## src/irhe_pkg.sv

```systemverilog
// ----------------------------------------------------------------------------
// irhe_pkg
// Shared types and constants of the report-frame event decoder.
// ----------------------------------------------------------------------------
package irhe_pkg;

   localparam int MaxFrameBytes = 8;
   localparam int LaneCount     = 8;

   // configuration register indexes
   localparam logic [1:0] CSR_FIRST_BUTTON = 2'd0;
   localparam logic [1:0] CSR_BUTTON_COUNT = 2'd1;
   localparam logic [1:0] CSR_BYTE_ROLES   = 2'd2;

   // byte roles
   localparam logic [3:0] ROLE_BUTTONS    = 4'd1;
   localparam logic [3:0] ROLE_AXIS_FIRST = 4'd2;
   localparam logic [3:0] ROLE_AXIS_LAST  = 4'd12;

   // bounds of the axis id range that carries the raw byte
   localparam logic [3:0] AXIS_THROTTLE = 4'd7;
   localparam logic [3:0] AXIS_BRAKE    = 4'd9;

   // event kinds
   localparam logic [1:0] KIND_PRESS   = 2'd0;
   localparam logic [1:0] KIND_RELEASE = 2'd1;
   localparam logic [1:0] KIND_AXIS    = 2'd2;

   typedef struct packed {
      logic change;
      logic level;
   } lane_out_type;

   typedef struct packed {
      logic                       is_axis;
      logic [LaneCount-1:0]       mask;
      logic [LaneCount-1:0]       levels;
      logic [7:0]                 base_number;
      logic [3:0]                 axis_id;
      logic signed [8:0]          axis_value;
   } entry_type;

endpackage

```

## src/irhe_if.sv

```systemverilog
// ----------------------------------------------------------------------------
// irhe_if
// Valid/ready channels for report bytes and decoded events.
// ----------------------------------------------------------------------------
interface irhe_req_if;
   logic       valid;
   logic       ready;
   logic [7:0] byte_value;
   logic [2:0] byte_index;
   logic       frame_complete;

   modport source (output valid, output byte_value, output byte_index,
                   output frame_complete, input ready);
   modport sink   (input valid, input byte_value, input byte_index,
                   input frame_complete, output ready);
endinterface

interface irhe_rsp_if;
   logic              valid;
   logic              ready;
   logic [1:0]        event_kind;
   logic [6:0]        button_number;
   logic [3:0]        axis_id;
   logic signed [8:0] axis_value;
   logic              last_event;

   modport source (output valid, output event_kind, output button_number,
                   output axis_id, output axis_value, output last_event, input ready);
   modport sink   (input valid, input event_kind, input button_number,
                   input axis_id, input axis_value, input last_event, output ready);
endinterface

```

## src/input_report_to_hid_events_core.sv

```systemverilog
// ----------------------------------------------------------------------------
// input_report_to_hid_events_core
// Turns report-frame bytes into button press/release and axis events.
// ----------------------------------------------------------------------------
// The button store is kept as words of eight buttons. When a byte is taken,
// the two words under the byte's buttons are read, eight bit lanes
// compare the byte with them and the words are written back at once, and the
// findings go to an event holder that feeds a registered output. The holder
// sends one event per cycle while the output is not stalled, so a button byte
// gives as many events as it has changed buttons (one to eight), an axis byte
// one, and a byte with no event none; the next byte is taken in the cycle its
// predecessor's last event leaves the holder. The button store resets to all
// released in the reset cycle.
module input_report_to_hid_events_core
   import irhe_pkg::*;
#(
   parameter int BUTTON_SLOTS = 128
) (
   input  logic        clock,
   input  logic        reset,
   input  logic        csr_we,
   input  logic [1:0]  csr_index,
   input  logic [31:0] csr_wdata,
   irhe_req_if.sink    req_if,
   irhe_rsp_if.source  rsp_if
);

   localparam int BankWords = BUTTON_SLOTS / 8;
   localparam int WordW     = $clog2(BankWords);

   logic [6:0]  first_button_ff, first_button_in;
   logic [6:0]  button_count_ff, button_count_in;
   logic [31:0] byte_roles_ff, byte_roles_in;
   logic [7:0]  button_bank_ff [BankWords];
   logic [7:0]  button_bank_in [BankWords];

   logic       accept;
   logic       merge_free;
   logic       item_ok;
   logic [3:0] role;
   logic       is_buttons;
   logic       is_axis;
   logic [3:0] axis_id;
   logic signed [8:0] axis_value;
   logic       load;
   entry_type  load_entry;

   logic [7:0]       base_number;
   logic [WordW-1:0] word_lo;
   logic [WordW-1:0] word_hi;
   logic [15:0]      window;
   logic [15:0]      window_next;
   logic [7:0]       lane_state;

   lane_out_type         lane_res  [LaneCount];
   logic [LaneCount-1:0] change_mask;

   assign req_if.ready = merge_free;
   assign accept       = req_if.valid && merge_free;
   assign item_ok      = req_if.frame_complete &&
                         ({1'b0, req_if.byte_index} < 4'(MaxFrameBytes));
   assign role         = 4'(byte_roles_ff >> {req_if.byte_index, 2'b00});
   assign is_buttons   = item_ok && (role == ROLE_BUTTONS);
   assign is_axis      = item_ok && (role >= ROLE_AXIS_FIRST) && (role <= ROLE_AXIS_LAST);
   assign axis_id      = role - ROLE_AXIS_FIRST;

   // (x*254)/255 equals x minus one for any nonzero byte
   always_comb begin
      if ((axis_id >= AXIS_THROTTLE) && (axis_id <= AXIS_BRAKE)) begin
         axis_value = $signed({1'b0, req_if.byte_value});
      end else begin
         axis_value = $signed({1'b0, req_if.byte_value}
                              - {8'd0, (req_if.byte_value != 8'd0)} - 9'd127);
      end
   end

   // the byte's buttons span at most two store words; lanes past the slot
   // limit are masked, so a wrapped upper word is never changed
   assign base_number = {1'b0, first_button_ff} + {2'b00, req_if.byte_index, 3'b000};
   assign word_lo     = base_number[WordW+2:3];
   assign word_hi     = word_lo + 1'b1;
   assign window      = {button_bank_ff[word_hi], button_bank_ff[word_lo]};
   assign lane_state  = 8'(window >> base_number[2:0]);
   assign window_next = window ^ ({8'd0, change_mask} << base_number[2:0]);

   for (genvar l = 0; l < LaneCount; l++) begin : g_lane
      irhe_button_lane #(
         .BUTTON_SLOTS (BUTTON_SLOTS),
         .LANE         (l)
      ) u_lane (
         .enable       (is_buttons),
         .bit_value    (req_if.byte_value[l]),
         .stored_level (lane_state[l]),
         .byte_index   (req_if.byte_index),
         .first_button (first_button_ff),
         .button_count (button_count_ff),
         .result       (lane_res[l])
      );
      assign change_mask[l]       = lane_res[l].change;
      assign load_entry.levels[l] = lane_res[l].level;
   end

   assign load_entry.is_axis     = is_axis;
   assign load_entry.mask        = change_mask;
   assign load_entry.base_number = base_number;
   assign load_entry.axis_id     = axis_id;
   assign load_entry.axis_value  = axis_value;

   // bytes with no event never enter the holder
   assign load = accept && (is_axis || (change_mask != '0));

   always_comb begin
      button_bank_in = button_bank_ff;
      if (accept) begin
         button_bank_in[word_lo] = window_next[7:0];
         button_bank_in[word_hi] = window_next[15:8];
      end
   end

   always_comb begin
      first_button_in = first_button_ff;
      button_count_in = button_count_ff;
      byte_roles_in   = byte_roles_ff;
      if (csr_we) begin
         case (csr_index)
            CSR_FIRST_BUTTON: first_button_in = csr_wdata[6:0];
            CSR_BUTTON_COUNT: button_count_in = csr_wdata[6:0];
            CSR_BYTE_ROLES:   byte_roles_in   = csr_wdata;
            default: begin
            end
         endcase
      end
   end

   always_ff @(posedge clock) begin
      if (reset) begin
         first_button_ff <= '0;
         button_count_ff <= '0;
         byte_roles_ff   <= '0;
         for (int w = 0; w < BankWords; w++) begin
            button_bank_ff[w] <= '0;
         end
      end else begin
         first_button_ff <= first_button_in;
         button_count_ff <= button_count_in;
         byte_roles_ff   <= byte_roles_in;
         button_bank_ff  <= button_bank_in;
      end
   end

   irhe_event_merge u_merge (
      .clock      (clock),
      .reset      (reset),
      .load       (load),
      .load_entry (load_entry),
      .free       (merge_free),
      .rsp_if     (rsp_if)
   );

endmodule

```

## src/irhe_button_lane.sv

```systemverilog
// ----------------------------------------------------------------------------
// irhe_button_lane
// One bit lane: maps a frame bit to its button and compares with the store.
// ----------------------------------------------------------------------------
module irhe_button_lane
   import irhe_pkg::*;
#(
   parameter int BUTTON_SLOTS = 128,
   parameter int LANE         = 0
) (
   input  logic         enable,
   input  logic         bit_value,
   input  logic         stored_level,
   input  logic [2:0]   byte_index,
   input  logic [6:0]   first_button,
   input  logic [6:0]   button_count,
   output lane_out_type result
);

   logic [5:0] pos;
   logic [7:0] num;
   logic       in_range;

   assign pos      = {byte_index, 3'(LANE)};
   assign num      = {1'b0, first_button} + {2'b00, pos};
   assign in_range = ({1'b0, pos} < button_count) && (num < 8'(BUTTON_SLOTS));

   assign result.level  = bit_value;
   assign result.change = enable && in_range && (stored_level != bit_value);

endmodule

```

## src/irhe_event_merge.sv

```systemverilog
// ----------------------------------------------------------------------------
// irhe_event_merge
// Holds the lane findings of one byte and sends its events out one a cycle while the output is not stalled.
// ----------------------------------------------------------------------------
module irhe_event_merge
   import irhe_pkg::*;
(
   input  logic      clock,
   input  logic      reset,
   input  logic      load,
   input  entry_type load_entry,
   output logic      free,
   irhe_rsp_if.source rsp_if
);

   logic      entry_valid_ff, entry_valid_in;
   entry_type entry_ff, entry_in;

   logic              rsp_valid_ff, rsp_valid_in;
   logic [1:0]        kind_ff, kind_in;
   logic [6:0]        number_ff, number_in;
   logic [3:0]        axis_id_ff, axis_id_in;
   logic signed [8:0] axis_value_ff, axis_value_in;
   logic              last_ff, last_in;

   logic                 out_free;
   logic                 emit_go;
   logic                 emit_last;
   logic                 found;
   logic [2:0]           lane_sel;
   logic [LaneCount-1:0] remaining;
   logic [7:0]           number_wide;

   // lowest changed lane goes first
   always_comb begin
      found    = 1'b0;
      lane_sel = '0;
      for (int l = 0; l < LaneCount; l++) begin
         if (!found && entry_ff.mask[l]) begin
            found    = 1'b1;
            lane_sel = 3'(l);
         end
      end
   end

   assign remaining   = entry_ff.mask & ~(LaneCount'(1) << lane_sel);
   assign out_free    = !rsp_valid_ff || rsp_if.ready;
   assign emit_go     = entry_valid_ff && out_free;
   assign emit_last   = entry_ff.is_axis || (remaining == '0);
   assign free        = !entry_valid_ff || (emit_go && emit_last);
   assign number_wide = entry_ff.base_number + {5'b00000, lane_sel};

   always_comb begin
      entry_valid_in = entry_valid_ff;
      entry_in       = entry_ff;
      if (load) begin
         entry_valid_in = 1'b1;
         entry_in       = load_entry;
      end else if (emit_go && emit_last) begin
         entry_valid_in = 1'b0;
      end else if (emit_go) begin
         entry_in.mask = remaining;
      end
   end

   always_comb begin
      rsp_valid_in  = rsp_valid_ff;
      kind_in       = kind_ff;
      number_in     = number_ff;
      axis_id_in    = axis_id_ff;
      axis_value_in = axis_value_ff;
      last_in       = last_ff;
      if (emit_go) begin
         rsp_valid_in = 1'b1;
         last_in      = emit_last;
         if (entry_ff.is_axis) begin
            kind_in       = KIND_AXIS;
            number_in     = '0;
            axis_id_in    = entry_ff.axis_id;
            axis_value_in = entry_ff.axis_value;
         end else begin
            kind_in       = entry_ff.levels[lane_sel] ? KIND_PRESS : KIND_RELEASE;
            number_in     = number_wide[6:0];
            axis_id_in    = '0;
            axis_value_in = '0;
         end
      end else if (rsp_if.ready) begin
         rsp_valid_in = 1'b0;
      end
   end

   always_ff @(posedge clock) begin
      if (reset) begin
         entry_valid_ff <= 1'b0;
         rsp_valid_ff   <= 1'b0;
      end else begin
         entry_valid_ff <= entry_valid_in;
         rsp_valid_ff   <= rsp_valid_in;
      end
      entry_ff      <= entry_in;
      kind_ff       <= kind_in;
      number_ff     <= number_in;
      axis_id_ff    <= axis_id_in;
      axis_value_ff <= axis_value_in;
      last_ff       <= last_in;
   end

   assign rsp_if.valid         = rsp_valid_ff;
   assign rsp_if.event_kind    = kind_ff;
   assign rsp_if.button_number = number_ff;
   assign rsp_if.axis_id       = axis_id_ff;
   assign rsp_if.axis_value    = axis_value_ff;
   assign rsp_if.last_event    = last_ff;

endmodule

```

## src/flat_wrapper.sv

```systemverilog
// flat-port wrapper written by rule: the top's interface ports become plain ports
module input_report_to_hid_events_core_flat import irhe_pkg::*;
#(
   parameter int BUTTON_SLOTS = 128
)
  (clock, reset, csr_we, csr_index, csr_wdata, req_if_valid, req_if_byte_value, req_if_byte_index, req_if_frame_complete, req_if_ready, rsp_if_valid, rsp_if_event_kind, rsp_if_button_number, rsp_if_axis_id, rsp_if_axis_value, rsp_if_last_event, rsp_if_ready);
  irhe_req_if req_if_i ();
  irhe_rsp_if rsp_if_i ();
  input  logic clock;
  input  logic reset;
  input  logic csr_we;
  input  logic [1:0] csr_index;
  input  logic [31:0] csr_wdata;
  input wire logic [$bits(req_if_i.valid)-1:0] req_if_valid;
  input wire logic [$bits(req_if_i.byte_value)-1:0] req_if_byte_value;
  input wire logic [$bits(req_if_i.byte_index)-1:0] req_if_byte_index;
  input wire logic [$bits(req_if_i.frame_complete)-1:0] req_if_frame_complete;
  output wire logic [$bits(req_if_i.ready)-1:0] req_if_ready;
  output wire logic [$bits(rsp_if_i.valid)-1:0] rsp_if_valid;
  output wire logic [$bits(rsp_if_i.event_kind)-1:0] rsp_if_event_kind;
  output wire logic [$bits(rsp_if_i.button_number)-1:0] rsp_if_button_number;
  output wire logic [$bits(rsp_if_i.axis_id)-1:0] rsp_if_axis_id;
  output wire logic [$bits(rsp_if_i.axis_value)-1:0] rsp_if_axis_value;
  output wire logic [$bits(rsp_if_i.last_event)-1:0] rsp_if_last_event;
  input wire logic [$bits(rsp_if_i.ready)-1:0] rsp_if_ready;
  assign req_if_i.valid = req_if_valid;
  assign req_if_i.byte_value = req_if_byte_value;
  assign req_if_i.byte_index = req_if_byte_index;
  assign req_if_i.frame_complete = req_if_frame_complete;
  assign req_if_ready = req_if_i.ready;
  assign rsp_if_valid = rsp_if_i.valid;
  assign rsp_if_event_kind = rsp_if_i.event_kind;
  assign rsp_if_button_number = rsp_if_i.button_number;
  assign rsp_if_axis_id = rsp_if_i.axis_id;
  assign rsp_if_axis_value = rsp_if_i.axis_value;
  assign rsp_if_last_event = rsp_if_i.last_event;
  assign rsp_if_i.ready = rsp_if_ready;
  input_report_to_hid_events_core #(.BUTTON_SLOTS(BUTTON_SLOTS)) u_core (.clock(clock), .reset(reset), .csr_we(csr_we), .csr_index(csr_index), .csr_wdata(csr_wdata), .req_if(req_if_i), .rsp_if(rsp_if_i));
endmodule
```

## config.mk

```make
export PLATFORM = sky130hd
export DESIGN_NAME = input_report_to_hid_events_core_flat
export DESIGN_NICKNAME = d
export VERILOG_FILES = /design/src/irhe_pkg.sv /design/src/irhe_if.sv /design/src/input_report_to_hid_events_core.sv /design/src/irhe_button_lane.sv /design/src/irhe_event_merge.sv /design/src/flat_wrapper.sv
export SDC_FILE = /design/constraint.sdc
export NUM_CORES = 1
export LEC_CHECK = 0
export ABC_CLOCK_PERIOD_IN_PS = 8570
export BUFFER_PORTS_ARGS = -buffer_cell sky130_fd_sc_hd__buf_2
export CAP_MARGIN = 20
export CORE_ASPECT_RATIO = 1.5
export CORE_MARGIN = 1.5
export CORE_UTILIZATION = 37
export DETAILED_ROUTE_END_ITERATION = 6
export GPL_TIMING_DRIVEN = 0
export PLACE_DENSITY = 0.49
export SYNTH_ARGS = -nofsm -noshare
export SYNTH_HDL_FRONTEND = slang
export SYNTH_HIERARCHICAL = 1
export SYNTH_SLANG_ARGS = --single-unit
```

## constraint.sdc

```tcl
create_clock -name clock -period 8.57 [get_ports clock]
set_input_delay 1.714 -clock clock [delete_from_list [all_inputs] [get_ports clock]]
set_output_delay 1.714 -clock clock [all_outputs]
set_load 0.05 [all_outputs]
```

# Word level (Yosys, flattened, before mapping)
# Cells that the tools add are included.
# op_classes
eq_ne	12
mul	0
muxes	37
n_reduce_logical	65
shift	4
bitwise	5
add_sub_neg	13
div_mod_pow	0
order_cmp	25
# ops
cell	count
$bwmux W128	2
$mux W8	10
$add A7 B6 Y8	8
$bmux W8 S4	2
$demux W8 S4	2
$lt A8 B8 Y1 const B	8
$lt A6 B7 Y1	8
$logic_and A1 B1 Y1	41
$shr A32 B5 Y4	1
$mux W3	6
$reduce_bool A8 Y1	2
$shl A8 B3 Y16	1
$shr A16 B3 Y8	1
$xor A16 B16 Y16	1
$mux W1	14
$ge A5 B5 Y1 const B	2
$lt A5 B1 Y1 const B	2
$not A4 Y5	2
$logic_not A1 Y1	9
$sub A8 B1 Y9	1
$sub A9 B7 Y9 const B	1
$and A8 B8 Y8	1
$le A4 B4 Y1 const B	2
$logic_not A8 Y1	1
other kinds (18)	33
# totals
in_bits	51
memories	0
latchBits	0
ff_bits	236
ramBits	0
wordCells	194
mem_bits_ro	0
output_inout_bits	25

# Logic depth before layout (Yosys ltp)
# Gate-level depths: netlist (run 1).
# depth
word_depth	33
depth_mapped	27

# Hierarchy
# Netlist (run 1), hierarchy kept.
# modules_own_cells
mod	area_per_inst_um2	seq_area_each_um2	cells_each	instances
input_report_to_hid_events_core	11989.0	3483.3	1407	1
irhe_event_merge	2537.4	1841.8	176	1
irhe_button_lane (u_core.g_lane[4].u_lane ...)	171.4	0.0	24	2
irhe_button_lane (u_core.g_lane[2].u_lane)	182.7	0.0	24	1
irhe_button_lane (u_core.g_lane[6].u_lane)	175.2	0.0	23	1
irhe_button_lane (u_core.g_lane[1].u_lane)	172.7	0.0	22	1
irhe_button_lane (u_core.g_lane[3].u_lane)	168.9	0.0	22	1
irhe_button_lane (u_core.g_lane[0].u_lane)	166.4	0.0	20	1
irhe_button_lane (u_core.g_lane[7].u_lane)	157.7	0.0	20	1

# Least setup slack after synthesis (run 1)
# No wires, ideal clock.
# synth_timing
path_type	input port to flip-flop
startpoint	input req_if_byte_index[0]
endpoint	register u_core/u_merge/entry_ff[29] (netlist name), enable pin
path_slack_ns	0.654
path_stages	25
t_arrival_ns	7.590
path_buffers	9
setup_ns	0.326
cell_sequence	ha_1 -> buf_6 -> buf_12 -> buf_8 -> buf_2 -> inv_1 -> ha_1 -> clkbuf_1 -> buf_2 -> buf_4 -> mux4_2 -> nand2_1 -> mux2_2 -> and2_4 -> mux4_2 -> a221oi_2 -> xor2_1 -> o2111ai_1 -> a311oi_1 -> nor4_1 -> nand2_1 -> o21a_1 -> clkbuf_1 -> clkbuf_1 -> a21o_1
# synth_between
elab_chain_len	14
# synth_lines
element	line_no	text
from (decl)	flat_wrapper.sv:16	input wire logic [$bits(req_if_i.byte_index)-1:0] req_if_byte_index;
$add A7 B6 Y8 (*)	input_report_to_hid_events_core.sv:79	assign base_number = {1'b0, first_button_ff} + {2'b00, req_if.byte_index, 3'b000};
$add A4 B1 Y4	input_report_to_hid_events_core.sv:81	assign word_hi = word_lo + 1'b1;
$not A4 Y5 (implied by the code)	input_report_to_hid_events_core.sv:82	assign window = {button_bank_ff[word_hi], button_bank_ff[word_lo]};
$bmux W8 S4	input_report_to_hid_events_core.sv:82	
$mux W8 (implied by the code) (2 in a row)	input_report_to_hid_events_core.sv:82	
$shr A16 B3 Y8 (*)	input_report_to_hid_events_core.sv:83	assign lane_state = 8'(window >> base_number[2:0]);
net u_core.lane_state[6]	input_report_to_hid_events_core.sv:53	logic [7:0] lane_state;
$ne A1 B1 Y1 (*)	irhe_button_lane.sv:29	assign result.change = enable && in_range && (stored_level != bit_value);
$logic_and A1 B1 Y1 (*)	irhe_button_lane.sv:29	
net u_core.change_mask[6]	input_report_to_hid_events_core.sv:56	logic [LaneCount-1:0] change_mask;
$reduce_bool A8 Y1 (*)	input_report_to_hid_events_core.sv:110	assign load = accept && (is_axis || (change_mask != '0));
$logic_or A1 B1 Y1 (*)	input_report_to_hid_events_core.sv:110	
$logic_and A1 B1 Y1 (*)	input_report_to_hid_events_core.sv:110	
net u_core.load	input_report_to_hid_events_core.sv:45	logic load;
$ne A2 B1 Y1 (no source line) / $reduce_bool A2 Y1 (equally long branches)	-	
$reduce_and A2 Y1 (no source line) (*)	-	
to (signal assigned)	irhe_event_merge.sv:100	entry_ff <= entry_in;
to (decl)	irhe_event_merge.sv:17	entry_type entry_ff, entry_in;
# Mark *: on every way through the listed nets, which the timed path passes. The rest lies on a longest branch. The select of a mux whose other input is x is not followed.
# A chain may end at the register's enable or synchronous reset.

# Worst setup path in the final report (run 1)
# layout_timing
startpoint	input req_if_byte_index[0]
endpoint	register u_core/button_bank_ff[86] (netlist name)
# layout_between
elab_chain_len	13
# layout_lines
element	line_no	text
$add A7 B6 Y8 (*)	input_report_to_hid_events_core.sv:79	
net u_core.base_number[3]	input_report_to_hid_events_core.sv:48	logic [7:0] base_number;
$add A4 B1 Y4	input_report_to_hid_events_core.sv:81	
$not A4 Y5 (implied by the code)	input_report_to_hid_events_core.sv:82	
$bmux W8 S4	input_report_to_hid_events_core.sv:82	
$mux W8 (implied by the code) (2 in a row)	input_report_to_hid_events_core.sv:82	
$shr A16 B3 Y8 (*)	input_report_to_hid_events_core.sv:83	
net u_core.lane_state[7]	input_report_to_hid_events_core.sv:53	
$ne A1 B1 Y1 (*)	irhe_button_lane.sv:29	
$logic_and A1 B1 Y1 (*)	irhe_button_lane.sv:29	
net u_core.change_mask[7]	input_report_to_hid_events_core.sv:56	
$shl A8 B3 Y16 (*)	input_report_to_hid_events_core.sv:84	assign window_next = window ^ ({8'd0, change_mask} << base_number[2:0]);
$xor A16 B16 Y16 (*)	input_report_to_hid_events_core.sv:84	
$bwmux W128	input_report_to_hid_events_core.sv:115	button_bank_in[word_lo] = window_next[7:0];
$bwmux W128 (*)	input_report_to_hid_events_core.sv:116	button_bank_in[word_hi] = window_next[15:8];
to (signal assigned)	input_report_to_hid_events_core.sv:147	button_bank_ff <= button_bank_in;
to (decl)	input_report_to_hid_events_core.sv:34	logic [7:0] button_bank_ff [BankWords];
# Marked as above.

==> results of run 1 <==
-- layout make-up --
type	count	area share, %
plain buffers	130	3.87
inverters	64	1.31
repair buffers	95	3.23
multi-input cells	1328	53.8
flip-flops and latches	236	29.1
clock inverters	7	0.519
well taps	564	3.85
clock buffers	41	4.36
-- state kept, by name, summed over array words and instances (netlist names), 2 cells and up --
| signal | count |
|---|---|
| u_core/button_count_ff | 7 |
| u_core/u_merge/entry_ff | 37 |
| u_core/byte_roles_ff | 32 |
| u_core/u_merge/rsp_if.axis_id | 4 |
| u_core/first_button_ff | 7 |
| u_core/u_merge/rsp_if.axis_value | 9 |
| u_core/u_merge/rsp_if.button_number | 7 |
| u_core/u_merge/rsp_if.event_kind | 2 |
| u_core/button_bank_ff | 128 |
-- how the worst min path moves through the flow --
stage,cells past startpoint,to,slack (ns),start
final,2,u_core/byte_roles_ff[31]$_SDFFE_PP0P_,0.45,u_core/byte_roles_ff[31]$_SDFFE_PP0P_
after global routing,2,u_core/byte_roles_ff[10]$_SDFFE_PP0P_,0.47,u_core/byte_roles_ff[10]$_SDFFE_PP0P_
after CTS,2,u_core/byte_roles_ff[10]$_SDFFE_PP0P_,0.45,u_core/byte_roles_ff[10]$_SDFFE_PP0P_
after detailed placement,2,u_core/byte_roles_ff[10]$_SDFFE_PP0P_,0.44,u_core/byte_roles_ff[10]$_SDFFE_PP0P_
after global placement,2,u_core/byte_roles_ff[0]$_SDFFE_PP0P_,0.44,u_core/byte_roles_ff[0]$_SDFFE_PP0P_
after floorplan,2,u_core/byte_roles_ff[10]$_SDFFE_PP0P_,0.43,u_core/byte_roles_ff[10]$_SDFFE_PP0P_
-- layer usage --
| metal | up-vias | track usage, % | wire (µm) |
|---|---|---|---|
| met5 | - | 0 | 13 |
| met4 | 2 | 29.0 | 7460 |
| met3 | 310 | 5.48 | 4620 |
| met2 | 759 | 54.8 | 34900 |
| met1 | 7461 | 34.7 | 25000 |
| li1 | 6744 | - | - |
-- per-stage QoR --
stage | instance area (µm²) | std cells | worst slack, ns | setup TNS, ns | util (%)
after detailed placement | 17100 | 2407 | -2.65 | -327.15 | 40.4
after floorplan | 15900 | 1760 | 0.654 | 0 | -
after CTS | 18200 | 2462 | 0.0116 | 0 | 43.0
after global routing | 18300 | 2465 | 0.0945 | 0 | 43.4
after global placement | 17000 | 2399 | -2.69 | -361.59 | 40.2
final | 18300 | 2465 | 0.164 | 0 | 43.4
-- repair_timing --
item | in CTS | in global routing
gates resized for setup | 30 | 26
buffers inserted | 8 | 3
pin swaps | 4 | 3
setup endpoints to repair | 174 | 139
endpoints found under the hold margin | 0 | 0
cloned | 0 | 0
-- worst max-delay path: cells and delay by family --
kind | cells | cell delay [ns]
adder cells (fa/ha/maj) | 2 | 0.83
AO/OA/AOI/OAI | 4 | 1.36
AND/OR/NAND/NOR | 5 | 1.87
multiplexers | 3 | 1.25
buffers and inverters | 7 | 1.57
XOR/XNOR | 1 | 0.18
-- where the power goes --
group	leakage [µW]	internal (µW)	switching, µW
registers	0.00198	1200	47.9
clock network	0.000445	701	490
logic	0.00391	263	547
==> impl_metrics.py, run 1 <==
metrics = {
    "outcome": {
        "status": "finished, final reports clean",
    },
    "setup_path": {
        "startpoint_type": "primary input",
        "critical_path.cell_chain": "clkbuf_4 > ha_4 > buf_6 > buf_12 > buf_8 > buf_4 > inv_1 > ha_4 > buf_4 > mux4_2 > nand2_1 > mux2i_2 > nor2_1 > mux4_2 > o221ai_1 > xor2_1 > o2111ai_1 > a311oi_2 > nand3_1 > nor3_2 > nor2_2 > a2111oi_2",
        "worst-r2r-setup-slack_ns": 1.06,
        "critical_path_arrival_ns": 8.86,
        "r2r-end": "u_core/button_bank_ff[86]$_SDFFE_PP0P_",
        "rr_startpoint": "u_core/first_button_ff[3]$_SDFFE_PP0P_",
        "crit_end": "u_core/button_bank_ff[86]$_SDFFE_PP0P_",
        "crit_type": "in2reg",
        "cp_max_fo": 18,
        "endpoint_kind": "flop",
        "reg2regPathDepth": 21,
        "slowest_delay_ns": 0.91,
        "cp.required_ns": 9.02,
        "critPathSlowestCell": "nor3_2",
        "critPathLaunch": "req_if_byte_index[0]",
    },
    "detailed_routing": {
        "dr.first_iter.drc_count": 1360,
        "routed_via_density": 6.20,
        "drt-total-wl_um": 72000,
        "antenna_left": 0,
        "wl_per_cell_um": 29.2,
        "drc": 0,
        "num_vias": 15300,
        "drt_pre_antenna_iters": 5,
    },
    "floorplan": {
        "die_w_um": 172,
        "die_h_um": 257,
        "initial_utilization_pct": 37.6,
        "core_um2": 42200,
        "num_io_pins": 76,
        "fp.dieArea_um2": 44200,
        "rows": 92,
    },
    "layout": {
        "regArea_um2": 5330,
        "syn_to_final_growth_pct": 15.4,
        "multi_input_area_um2": 9860,
        "layout_common_cells": "nand2_1, nor2_1, dfxtp_1, a21oi_1, buf_2",
        "antenna_cells": 0,
        "drive_gt1_share_pct": 18.5,
        "final_common_cell": "nand2_1",
        "fin_nets": 2005,
        "num-fill-cells": 4242,
    },
    "placed_design": {
        "placement.io_buffers": 75,
        "gp_congestion": 1.05,
        "hpwl_um": 54100,
    },
    "clocking": {
        "cts_hold_buffers": 0,
        "cts_max_level": 1,
        "cts_buffers": 26,
        "cts_buffer_depth": 3,
        "cts_tree": "yes",
        "insertion_delay_ns": 0.57,
        "cts_root_buffer": "clkbuf_16",
        "cts_sinks": 236,
        "cts.clk_slew.worst_paths_ns": 0.06,
    },
    "min_path": {
        "hp-class": "reg2reg",
    },
    "run": {
        "maxCapViolations": 0,
    },
    "sta": {
        "skew_ns": 0.0197,
        "setup_violations": 0,
        "rsz0062_at_grt": "false",
        "hold_violations": 0,
        "final_max_slew_viol_count": 0,
        "hold_ws_ns": 0.453,
        "timing.fmax_ghz": 0.119,
        "min_period_over_period_pct": 98.1,
        "layout_min_cycle_time_ns": 8.41,
        "slew_headroom_pct": 20.9,
        "worstMarginPinSlew_ns": 1.19,
    },
    "grt": {
        "grt_pass1_vias": 15000,
        "antenna_found_initial": 1,
        "track_usage_pct": 32.6,
        "grt_overflow": 0,
        "grt_max_degree": 22,
        "grt_pass1_wl_um": 102000,
    },
    "pwr": {
        "peakVddDrop_uv": 123,
        "finalPower_uw": 3250,
        "cellLeakagePower_uw": 0.00633,
        "power.density_nw_per_um2": 177,
    },
    "yosys": {
        "avgSynthCellArea_um2": 9.02,
        "syn_nets": 1884,
        "syn_inst": 1760,
        "synth_warnings": 6,
        "synth_area_um2": 15900,
    },
}
No activity file was read; power rests on OpenSTA's default activity.
==> run 2, diff against run 1 <==
Settings changed: ABC_AREA set to 1, CELL_PAD_IN_SITES_DETAIL_PLACEMENT set to 1, CELL_PAD_IN_SITES_GLOBAL_PLACEMENT set to 2, CORE_UTILIZATION 37 to 34, PLACE_DENSITY 0.49 to 0.77.
==> impl_metrics.py, run 2 <==
metrics = {
    "detailed_routing": {
        "maxUsedRoutingLayer": "met5",
        "wl_per_cell_um": 24.2,
        "route.met3.wl_um": 4930,
        "routed_via_density": 5.31,
        "drt_pre_antenna_iters": 5,
        "drc": 0,
        "num_vias": 19900,
        "wl_met1_um": 33300,
        "antenna_left": 0,
        "dr.first_iter.drc_count": 1267,
        "drt-total-wl_um": 90400,
        "route.met2.wl_um": 43900,
    },
    "setup_path": {
        "crit_end": "u_core/button_bank_ff[41]$_SDFFE_PP0P_",
        "endpoint_kind": "flop",
        "critical_path_arrival_ns": 8.83,
        "r2r-end": "u_core/button_bank_ff[41]$_SDFFE_PP0P_",
        "critPathSlowestCell": "clkbuf_1",
        "crit_family": "simple AND/OR/NAND/NOR gates",
        "cp_common_cell": "nand2_1",
        "cp.required_ns": 9.08,
        "rr_startpoint": "u_core/first_button_ff[3]$_SDFFE_PP0P_",
        "crit_buf_inv": 9,
        "crit_type": "in2reg",
        "critPathLaunch": "req_if_byte_index[0]",
        "worst-r2r-setup-slack_ns": 1.09,
        "reg2regPathDepth": 35,
        "cp_max_fo": 22,
        "startpoint_type": "primary input",
        "crit_cells": 36,
        "slowest_delay_ns": 0.88,
    },
    "layout": {
        "top_register": "u_core/button_bank_ff",
        "regArea_um2": 5330,
        "syn_to_final_growth_pct": 12.8,
        "drive_gt1_share_pct": 10.5,
        "fin_nets": 3163,
        "layout_common_cells": "nand2_1, inv_1, nand3_1, nor2_1, dfxtp_1",
        "finish.utilization_pct": 38.9,
        "final_common_cell": "nand2_1",
        "antenna_cells": 0,
        "largest_register_ffs": 128,
        "num-fill-cells": 7030,
        "finalInstanceArea_um2": 20200,
        "reg_top3": "u_core/button_bank_ff: 128 flops, u_core/u_merge/entry_ff: 37 flops, u_core/byte_roles_ff: 32 flops",
        "multi_input_area_um2": 10300,
    },
    "sta": {
        "min_period_over_period_pct": 97.1,
        "timing.fmax_ghz": 0.120,
        "slew_headroom_pct": 13.9,
        "layout_min_cycle_time_ns": 8.32,
        "hold_violations": 0,
        "final_max_slew_viol_count": 0,
        "worstMarginPinSlew_ns": 1.29,
        "hold_ws_ns": 0.446,
        "setup_violations": 0,
        "rsz0062_at_grt": "false",
        "setup_ws_ns": 0.247,
        "skew_ns": 0.0369,
        "setup_tns_ns": 0,
    },
    "placed_design": {
        "placement.io_buffers": 75,
        "dpl_worst_slack_ns": -0.870,
        "post_dp_cell_area_um2": 19100,
        "gp_congestion": 0.995,
        "hpwl_um": 68600,
    },
    "grt": {
        "track_usage_pct": 33.2,
        "grt_max_degree": 25,
        "antenna_found_initial": 2,
        "grt_pass1_vias": 20500,
        "grt_pass1_wl_um": 132000,
        "grt_overflow": 0,
    },
    "floorplan": {
        "die_h_um": 284,
        "initial_utilization_pct": 34.5,
        "fp.dieArea_um2": 54000,
        "core_um2": 51800,
        "num_io_pins": 76,
        "die_w_um": 190,
        "rows": 102,
    },
    "clocking": {
        "cts_buffer_depth": 3,
        "cts_root_buffer": "clkbuf_16",
        "cts.clk_slew.worst_paths_ns": 0.07,
        "cts_max_level": 1,
        "cts_sinks": 236,
        "insertion_delay_ns": 0.62,
        "cts_tree": "yes",
        "cts_buffers": 28,
    },
    "yosys": {
        "avgSynthCellArea_um2": 6.10,
        "synth_area_um2": 17900,
        "syn_nets": 3055,
        "synth_warnings": 6,
        "syn_inst": 2931,
    },
    "min_path": {
        "hp-class": "reg2reg",
        "hold_depth": 2,
    },
    "pwr": {
        "peakVddDrop_uv": 153,
        "power_frac_clock_pct": 32.9,
        "pwr-share-comb_pct": 36.2,
        "p_sw_share_pct": 42.5,
        "cellLeakagePower_uw": 0.00946,
        "power.density_nw_per_um2": 208,
        "power_frac_seq_pct": 30.9,
        "netSwitchingPower_uw": 1780,
        "internal_power_uw": 2420,
    },
    "run": {
        "maxCapViolations": 0,
    },
    "outcome": {
        "status": "finished, final reports clean",
    },
}
run 2: power groups by stage:
stage	Sequential (µW)	Clock [µW]	Combinational, µW
after global placement	1320	0	1440
after floorplan	1330	0	822
after CTS	1300	1410	1480
after detailed placement	1320	0	1470
final	1300	1380	1520
after global routing	1310	1450	1600
run 2: what timing repair did:
action	CTS	global route
pin swaps	1	0
buffers inserted	0	0
resized for setup	3	4
endpoints found under the setup margin	15	24
cloned	1	0
hold buffers	0	0
run 2: worst min-delay path by stage:
| stage | slack [ns] | start | to |
|---|---|---|---|
| 5_1_grt | 0.47 | u_core/byte_roles_ff[1]$_SDFFE_PP0P_ | u_core/byte_roles_ff[1]$_SDFFE_PP0P_ |
| 3_3_place_gp | 0.44 | u_core/byte_roles_ff[9]$_SDFFE_PP0P_ | u_core/byte_roles_ff[9]$_SDFFE_PP0P_ |
| 2_1_floorplan | 0.42 | u_core/byte_roles_ff[16]$_SDFFE_PP0P_ | u_core/byte_roles_ff[16]$_SDFFE_PP0P_ |
| 6_report | 0.45 | u_core/byte_roles_ff[16]$_SDFFE_PP0P_ | u_core/byte_roles_ff[16]$_SDFFE_PP0P_ |
| 4_1_cts | 0.45 | u_core/byte_roles_ff[16]$_SDFFE_PP0P_ | u_core/byte_roles_ff[16]$_SDFFE_PP0P_ |
| 3_5_place_dp | 0.44 | u_core/byte_roles_ff[16]$_SDFFE_PP0P_ | u_core/byte_roles_ff[16]$_SDFFE_PP0P_ |
run 2: cell type report:
class | count | area share, %
inverters | 407 | 7.57
repair buffers | 77 | 1.97
clock buffers | 34 | 3.84
clock inverters | 17 | 1.28
well taps | 676 | 4.19
plain buffers | 138 | 3.78
flip-flops and latches | 236 | 26.4
multi-input cells | 2151 | 51.0
run 2: metrics by stage:
step	total power [µW]	instances
2_1_floorplan	2150	2931
3_3_place_gp	2760	3682
3_5_place_dp	2790	3683
4_1_cts	4190	3735
5_1_grt	4360	3736
6_report	4200	3736
run 2: routing by layer:
layer	track usage [%]	vias up
met3	4.71	270
met2	58.0	616
met4	26.1	4
met1	35.6	9516
li1	-	9448
met5	0	-
run 2: worst register-to-register path, delay by kind of cell (launching register included):
family / cells / cell delay (ns)
simple gates: 23 / 3.15
compound gates: 2 / 0.70
fa+ha+maj: 2 / 0.66
flops: 1 / 0.62
buf+inv: 8 / 2.26
